### src/sparse_index_value_table_unit_defines.svh
// Assertion macros shared by the sparse index/value table RTL.
// Depends on nothing; included by modules that carry assertions.
`ifndef SPARSE_INDEX_VALUE_TABLE_UNIT_DEFINES_SVH
`define SPARSE_INDEX_VALUE_TABLE_UNIT_DEFINES_SVH

// Implication check under clock and async reset.
`define SIVT_ASSERT_IMP(label, clk_s, rstn_s, ante, cons) \
    label: assert property (@(posedge clk_s) disable iff (!rstn_s) (ante) |-> (cons)) \
        else $error("assertion failed");

// Next-cycle implication check.
`define SIVT_ASSERT_NEXT(label, clk_s, rstn_s, ante, cons) \
    label: assert property (@(posedge clk_s) disable iff (!rstn_s) (ante) |=> (cons)) \
        else $error("assertion failed");

`endif

### src/sivt_pkg.sv
// Types and constants for the sparse index/value table.
// No dependencies.
package sivt_pkg;
    localparam int KEY_W  = 31;
    localparam int DATA_W = 32;

    typedef enum logic [1:0] {
        OP_SET    = 2'd0,
        OP_GET    = 2'd1,
        OP_DELETE = 2'd2,
        OP_MAX    = 2'd3
    } op_t;

    typedef enum logic [1:0] {
        ST_OK        = 2'd0,
        ST_NOT_FOUND = 2'd1,
        ST_FULL      = 2'd2,
        ST_RSVD      = 2'd3
    } status_t;

    typedef struct packed {
        op_t                op;
        logic [KEY_W-1:0]   key;
        logic [DATA_W-1:0]  data;
    } req_t;

    typedef struct packed {
        status_t            status;
        logic [DATA_W-1:0]  rdata;
        logic [DATA_W-1:0]  maxk;
    } rsp_t;
endpackage

### src/sivt_front.sv
// Front end: accepts requests and holds them in a two-entry queue.
// Depends on sivt_pkg.
module sivt_front
    import sivt_pkg::*;
(
    input  logic clk,
    input  logic rst_n,
    input  logic push,
    output logic full,
    input  req_t req_in,
    output logic req_valid,
    input  logic req_take,
    output req_t req_out
);
    req_t       q_reg [2];
    logic       wr_ptr_reg, rd_ptr_reg;
    logic [1:0] cnt_reg;
    logic       do_push, do_pop;

    assign full      = cnt_reg == 2'd2;
    assign req_valid = cnt_reg != 2'd0;
    assign req_out   = q_reg[rd_ptr_reg];
    assign do_push   = push && !full;
    assign do_pop    = req_take && req_valid;

    always_ff @(posedge clk)
    begin
        if (do_push)
        begin
            q_reg[wr_ptr_reg] <= req_in;
        end
    end

    always_ff @(posedge clk or negedge rst_n)
    begin
        if (!rst_n)
        begin
            wr_ptr_reg <= 1'b0;
            rd_ptr_reg <= 1'b0;
            cnt_reg    <= 2'd0;
        end
        else
        begin
            if (do_push) wr_ptr_reg <= !wr_ptr_reg;
            if (do_pop)  rd_ptr_reg <= !rd_ptr_reg;
            cnt_reg <= cnt_reg + {1'b0, do_push} - {1'b0, do_pop};
        end
    end
endmodule

### src/sivt_back.sv
// Back end: scans all slots in turn for each request, then writes back.
// Depends on sivt_pkg and the assertion macro header.
`include "sparse_index_value_table_unit_defines.svh"
module sivt_back
    import sivt_pkg::*;
#(
    parameter int CAPACITY = 64
)
(
    input  logic clk,
    input  logic rst_n,
    input  logic req_valid,
    output logic req_take,
    input  req_t req_in,
    input  logic empty_in,
    output logic rsp_valid,
    input  logic rsp_pop,
    output rsp_t rsp_out
);
    localparam int IW = (CAPACITY > 1) ? $clog2(CAPACITY) : 1;

    typedef enum logic [4:0] {
        S_IDLE = 5'b00001,
        S_SCAN = 5'b00010,
        S_WAIT = 5'b00100,
        S_DONE = 5'b01000,
        S_OUT  = 5'b10000
    } state_t;

    logic [CAPACITY-1:0] valid_reg;
    logic [KEY_W-1:0]    key_mem [CAPACITY];
    logic [DATA_W-1:0]   val_mem [CAPACITY];

    state_t            state_reg, state_next;
    req_t              cur_reg;
    logic [IW-1:0]     idx_reg;
    logic              rd_v_reg;
    logic [IW-1:0]     rd_idx_reg;
    logic [KEY_W-1:0]  rd_key_reg;
    logic [DATA_W-1:0] rd_val_reg;
    logic              hit_reg, free_reg, any_reg;
    logic [IW-1:0]     hit_idx_reg, free_idx_reg;
    logic [KEY_W-1:0]  best_reg;
    logic [DATA_W-1:0] hval_reg;
    rsp_t              res_reg;
    rsp_t              rsp_reg;
    logic              rsp_v_reg;
    logic              last_issue;
    logic              entry_v;

    assign req_take  = state_reg == S_IDLE && req_valid;
    assign rsp_valid = rsp_v_reg;
    assign rsp_out   = rsp_reg;
    assign last_issue = idx_reg == IW'(CAPACITY - 1);
    assign entry_v   = valid_reg[rd_idx_reg];

    // memory read port, registered
    always_ff @(posedge clk)
    begin
        rd_key_reg <= key_mem[idx_reg];
        rd_val_reg <= val_mem[idx_reg];
        rd_idx_reg <= idx_reg;
        if (state_reg == S_DONE && cur_reg.op == OP_SET && (hit_reg || free_reg))
        begin
            key_mem[hit_reg ? hit_idx_reg : free_idx_reg] <= cur_reg.key;
            val_mem[hit_reg ? hit_idx_reg : free_idx_reg] <= cur_reg.data;
        end
    end

    // the last slot read is compared during S_WAIT, before the verdict
    always_comb
    begin
        state_next = state_reg;
        unique case (state_reg)
            S_IDLE: if (req_valid) state_next = S_SCAN;
            S_SCAN: if (last_issue) state_next = S_WAIT;
            S_WAIT: state_next = S_DONE;
            S_DONE: state_next = S_OUT;
            S_OUT:  if (!rsp_v_reg || rsp_pop) state_next = S_IDLE;
            default: state_next = S_IDLE;
        endcase
    end

    always_ff @(posedge clk or negedge rst_n)
    begin
        if (!rst_n)
        begin
            state_reg <= S_IDLE;
            valid_reg <= '0;
            rsp_v_reg <= 1'b0;
            rd_v_reg  <= 1'b0;
            idx_reg   <= '0;
        end
        else
        begin
            state_reg <= state_next;
            rd_v_reg  <= state_reg == S_SCAN;
            if (req_take)
            begin
                cur_reg <= req_in;
                idx_reg <= '0;
                hit_reg <= 1'b0;
                free_reg <= 1'b0;
                any_reg <= 1'b0;
            end
            if (state_reg == S_SCAN && !last_issue) idx_reg <= idx_reg + 1'b1;
            // compare one slot per cycle
            if (rd_v_reg)
            begin
                if (entry_v && rd_key_reg == cur_reg.key && !hit_reg)
                begin
                    hit_reg     <= 1'b1;
                    hit_idx_reg <= rd_idx_reg;
                    hval_reg    <= rd_val_reg;
                end
                if (!entry_v && !free_reg)
                begin
                    free_reg     <= 1'b1;
                    free_idx_reg <= rd_idx_reg;
                end
                if (entry_v && (!any_reg || rd_key_reg > best_reg))
                begin
                    any_reg  <= 1'b1;
                    best_reg <= rd_key_reg;
                end
            end
            if (state_reg == S_DONE)
            begin
                res_reg.rdata  <= '0;
                res_reg.maxk   <= '0;
                res_reg.status <= ST_OK;
                unique case (cur_reg.op)
                    OP_SET:
                    begin
                        if (hit_reg) valid_reg[hit_idx_reg] <= 1'b1;
                        else if (free_reg) valid_reg[free_idx_reg] <= 1'b1;
                        else res_reg.status <= ST_FULL;
                    end
                    OP_GET:
                    begin
                        if (hit_reg) res_reg.rdata <= hval_reg;
                        else res_reg.status <= ST_NOT_FOUND;
                    end
                    OP_DELETE:
                    begin
                        if (hit_reg) valid_reg[hit_idx_reg] <= 1'b0;
                        else res_reg.status <= ST_NOT_FOUND;
                    end
                    OP_MAX:
                        res_reg.maxk <= any_reg ? {1'b0, best_reg} : '1;
                    default: res_reg.status <= ST_OK;
                endcase
            end
            // move the finished result out once the output register is free
            if (state_reg == S_OUT && (!rsp_v_reg || rsp_pop))
            begin
                rsp_reg   <= res_reg;
                rsp_v_reg <= 1'b1;
            end
            else if (rsp_pop && rsp_v_reg)
            begin
                rsp_v_reg <= 1'b0;
            end
        end
    end

    `SIVT_ASSERT_IMP(a_take_idle, clk, rst_n, req_take, state_reg == S_IDLE)
    `SIVT_ASSERT_IMP(a_empty_match, clk, rst_n, 1'b1, empty_in == !rsp_v_reg)
    `SIVT_ASSERT_NEXT(a_done_out, clk, rst_n, state_reg == S_DONE, state_reg == S_OUT)
    `SIVT_ASSERT_IMP(a_status_legal, clk, rst_n, rsp_v_reg, rsp_reg.status != ST_RSVD)
endmodule

### src/sparse_index_value_table_unit.sv
// Top level of the sparse index/value table.
// Depends on sivt_pkg, sivt_front and sivt_back.
//
// Usage: requests enter through a queue-like port (push/full). Each request
// carries op (set, get, delete, max), key_index and write_data. Exactly one
// result comes back per request through a queue-like port (empty/pop) with
// status, read_data and max_key.
// Processing: a request leaves the request queue, then the back end reads
// every slot in turn, compares the last slot read, decides, and loads the
// output register. The back end walks every slot once through one key
// equality comparator, one key magnitude comparator and one memory read
// port, and takes no new request until the current one has reached the
// output register.
// A two-entry request queue decouples the input side, so up to two further
// requests are taken while one is being worked on. A finished result waits
// in the output register; the back end may finish the next request and hold
// it until that register frees. When the receiver stalls, the back end holds
// and the request queue fills, then full rises.
// Reset clears all slot valid marks at once (table empty), empties the
// request queue and drops any waiting result. Key and value memories are
// not cleared; a slot's contents are used only while it is valid.
module sparse_index_value_table_unit
    import sivt_pkg::*;
#(
    parameter int CAPACITY = 64
)
(
    input  logic              clk,
    input  logic              rst_n,
    input  logic              push,
    output logic              full,
    input  logic [1:0]        op,
    input  logic [30:0]       key_index,
    input  logic signed [31:0] write_data,
    output logic              empty,
    input  logic              pop,
    output logic [1:0]        status,
    output logic signed [31:0] read_data,
    output logic signed [31:0] max_key
);
    req_t req_in, req_q;
    rsp_t rsp;
    logic req_valid, req_take, rsp_valid;

    assign req_in.op   = op_t'(op);
    assign req_in.key  = key_index;
    assign req_in.data = write_data;

    // hold requests in a short queue
    sivt_front u_front (
        .clk       (clk),
        .rst_n     (rst_n),
        .push      (push),
        .full      (full),
        .req_in    (req_in),
        .req_valid (req_valid),
        .req_take  (req_take),
        .req_out   (req_q)
    );

    // scan the table and produce one result per request
    sivt_back #(.CAPACITY(CAPACITY)) u_back (
        .clk       (clk),
        .rst_n     (rst_n),
        .req_valid (req_valid),
        .req_take  (req_take),
        .req_in    (req_q),
        .empty_in  (empty),
        .rsp_valid (rsp_valid),
        .rsp_pop   (pop),
        .rsp_out   (rsp)
    );

    assign empty     = !rsp_valid;
    assign status    = rsp.status;
    assign read_data = rsp.rdata;
    assign max_key   = rsp.maxk;
endmodule
### config.mk
export PLATFORM = sky130hd
export DESIGN_NAME = sparse_index_value_table_unit
export DESIGN_NICKNAME = d
export VERILOG_FILES = /design/src/sivt_pkg.sv /design/src/sivt_front.sv /design/src/sivt_back.sv /design/src/sparse_index_value_table_unit.sv
export VERILOG_INCLUDE_DIRS = /design/src /design/src/src
export SDC_FILE = /design/constraint.sdc
export NUM_CORES = 2
export LEC_CHECK = 0
export ABC_CLOCK_PERIOD_IN_PS = 8000
export BUFFER_PORTS_ARGS = -buffer_cell sky130_fd_sc_hd__buf_2
export CELL_PAD_IN_SITES_DETAIL_PLACEMENT = 1
export CELL_PAD_IN_SITES_GLOBAL_PLACEMENT = 2
export CORE_UTILIZATION = 54
export CTS_BUF_LIST = sky130_fd_sc_hd__clkbuf_2 sky130_fd_sc_hd__clkbuf_4 sky130_fd_sc_hd__clkbuf_8
export DETAILED_ROUTE_END_ITERATION = 10
export GPL_ROUTABILITY_DRIVEN = 0
export GPL_TIMING_DRIVEN = 1
export HOLD_SLACK_MARGIN = 0.12
export PLACE_DENSITY_LB_ADDON = 0.1
export SLEW_MARGIN = 25
export SYNTH_ARGS = -nofsm -noshare
export SYNTH_HDL_FRONTEND = slang
export SYNTH_MEMORY_MAX_BITS = 65536
export SYNTH_SLANG_ARGS = --single-unit
### constraint.sdc
create_clock -name clk -period 8 [get_ports clk]
set_input_delay 0 -clock clk [delete_from_list [all_inputs] [get_ports clk]]
set_output_delay 0 -clock clk [all_outputs]
set_load 0.005 [all_outputs]
==> run summary <==
Router iterations before antenna repair: 5
Total congestion overflow: 0
Arrival @ worst endpoint: 5790 ps
LEAKAGE: 0.0612 µW
Area leader, netlist: edfxtp_1
Post-synth EDFFs: 4437
Psw: 16000 µW
Starting DRC count in detailed routing: 11600
Count of different cell masters after synthesis: 53
Worst min-delay path class: input port to register
Row Count: 207
Vias per cell: 6.58
CTS root buf: clkbuf_8
First-pass GRT wire length: 670 mm
Final number of setup-violating endpoints: 0
Final std cells w/o fill: 12800
Chip height: 567 µm
Dpl cells: 11200
DRC violation count after routing: 0
Comb pwr share: 0.176
Starting density of the core: 0.543
Worst path max stage delay: 1080 ps
Tot GR Track Use: 0.302
Top Ports: 137
Post CTS Setup Buffer Count: 0
Clock-pin transition on the worst setup and hold timing paths: 60 ps
Total CTS buffers: 725
Crit start category: register
Clock Path Buffers: 4
Final nets: 8074
Area grow syn2layout: 14.0%
Net Sw Frac: 0.272
Register area share after synthesis: 0.792
R2R setup slack: 3060 ps
Commonest cells post-synth: edfxtp_1 (4437), mux4_2 (1328), clkbuf_1 (181)
Post-synth top area share: 0.772
Slew Limit Fails: 0
Worst setup EP type: register
Final Hold Vio Count: 0
Syn_nets: 7055
CP Cell Sequence: nand2b_1 > and2_1 > nor2_1 > nand2_1 > nor2_4 > buf_4
Clk pwr share: 0.334
Number of clock sinks: 4587
DRT Wirelength: 486 mm
Max reg flops: 2048
Core area: 318000 µm²
Storage element area: 137000 µm²
Layout Skew: 72.8 ps
Synth area leaders: edfxtp_1 (77%), mux4_2 (17%), dfrtp_1 (1.2%)
Layout cell share with drive strength beyond 1: 0.356
WP buf/inv: 1
ANT nets after route: 0
Register share of total power: 0.491
Internal: 42900 µW
Async SR Flop Fraction: 0.0177
Setup CP Type: register to register
Synthesized area: 173000 µm²
Actual slew at the worst max-slew pin: 1120 ps
Period utilisation layout: 0.617
Cell with the most instances after synthesis: edfxtp_1
Largest net degree at the start of global routing: 132
Total negative slack: 0 ps
Die ar.: 322000 µm²
Number of global-route vias before repair: 85900
Crit-path slowest cell: nor2_4
Via count: 84000
RSZ-0062 raised after global routing: false
Die width: 567 µm
Max Clk Rate: 0.202 GHz
Pwr/cell area: 299 nW/µm²
Status: finished clean
Filler Cells Inserted: 25200
Critical path fanouts, max: 26
H-tree levels: 6
Yosys warning total: 0
Mean Syn Cell Area: 24.8 µm²
WL per Instance: 38.1 µm
Initial antenna violation count: 69
Clock latency on the worst-skew pair: 1270 ps
Number of port buffers: 136
Period minus WS final: 4940 ps
Peak VDD IR: 281 µV
Multi-input logic area: 34900 µm²
Max-cap violations: 0
CTS tree: yes
Rel. slew slack: 0.252
#FFs+latches synth: 4587
Top_reg_cell synth: edfxtp_1
HPWL Detailed: 275 mm
Worst path top cell family by delay: simple AND/OR/NAND/NOR gates
Post-Synthesis Cells: 6948
Req. time, crit path: 8850 ps
## worst register-to-register path, cell delays in order (launching register included)
cell and delay [ps]:
edfxtp_1 560, nand2b_1 260, and2_1 310, nor2_1 850, nand2_1 780, nor2_4 1090, buf_4 670
## worst paths after layout
kind                       depth (start not counted)                   from                endpoint
min in group asynchronous                          4                  rst_n      u_front.wr_ptr_reg
min                                                5                    pop     u_back.state_reg[4]
max in group asynchronous                          5                  rst_n       u_back.idx_reg[0]
min reg2reg                                        0  u_back.rd_val_reg[22]     u_back.hval_reg[22]
max                                                6         u_back.hit_reg  u_back.val_mem[55][18]
max reg2reg                                        6         u_back.hit_reg  u_back.val_mem[55][18]
## power groups by stage
stage,combinational [µW],clock (µW),sequential [µW]
3_3_place_gp,10100,0,29400
2_1_floorplan,5800,0,29700
4_1_cts,10400,19900,28900
5_1_grt,10900,20800,28900
3_5_place_dp,10300,0,29400
6_report,10300,19700,28900
## stage by stage
step / cell area (µm²) / worst slack, ps / total power [µW] / util / hold WS (ps)
floorplan: 173000 / 1490 / 35500 / - / -296
global placement: 180000 / 3170 / 39400 / 0.566 / -130
detailed placement: 180000 / 3360 / 39700 / 0.567 / -131
CTS: 197000 / 3270 / 59300 / 0.618 / 123
global route: 197000 / 3000 / 60600 / 0.618 / 256
finish: 197000 / 3060 / 58900 / 0.618 / 231
## layout make-up
type	instances	area share
timing repair buffer	624	0.0278
tap	4180	0.0266
clock inverter	277	0.00818
inverter	49	0.000935
antenna	18	0.000229
sequential	4587	0.695
multi-input combinational	1980	0.177
clock buffer	1035	0.0640
## routing by layer
layer  routed length, µm  part of all wire  vias up  global-route usage
met5                  76           0.00016        -                   0
met4               11500             0.024       12              0.0770
met3               48500              0.10      637              0.0603
met2              230000              0.47     4694               0.467
li1                    -                 -    32200                   -
met1              196000              0.40    46400               0.449
## repair_timing
item	in CTS	in global routing
gates resized for setup	0	0
hold endpoints to repair	517	0
hold buffers	203	0
## cells in the final DEF (no fill, tap or decap), types with 12 or more instances in the layout
cell / instances
a21oi_1: 125
mux2_2: 67
clkinv_1: 173
a22o_1: 12
dfxtp_1: 68
inv_1: 49
buf_12: 44
clkinvlp_4: 22
ha_1: 36
nor2_1: 38
dlygate4sd3_1: 203
nor3_2: 15
dfrtp_1: 73
xor2_1: 32
and3_1: 34
mux2i_1: 30
diode_2: 18
mux4_2: 1328
nor2_4: 52
buf_4: 236
buf_2: 135
edfxtp_1: 4437
clkbuf_8: 770
inv_6: 12
clkbuf_4: 265
nand2_1: 48
clkinv_2: 49
a21boi_0: 30
## cells by family after synthesis
logic type,count (synthesis),synth area share
simple gates,266,0.00756
xor+xnor,37,0.00188
mux,1425,0.179
compound gates,214,0.00744
fa+ha+maj,38,0.00276
flops,4587,0.792
buf+inv,381,0.00908
Note: power is estimated with default switching activity, not from simulation.
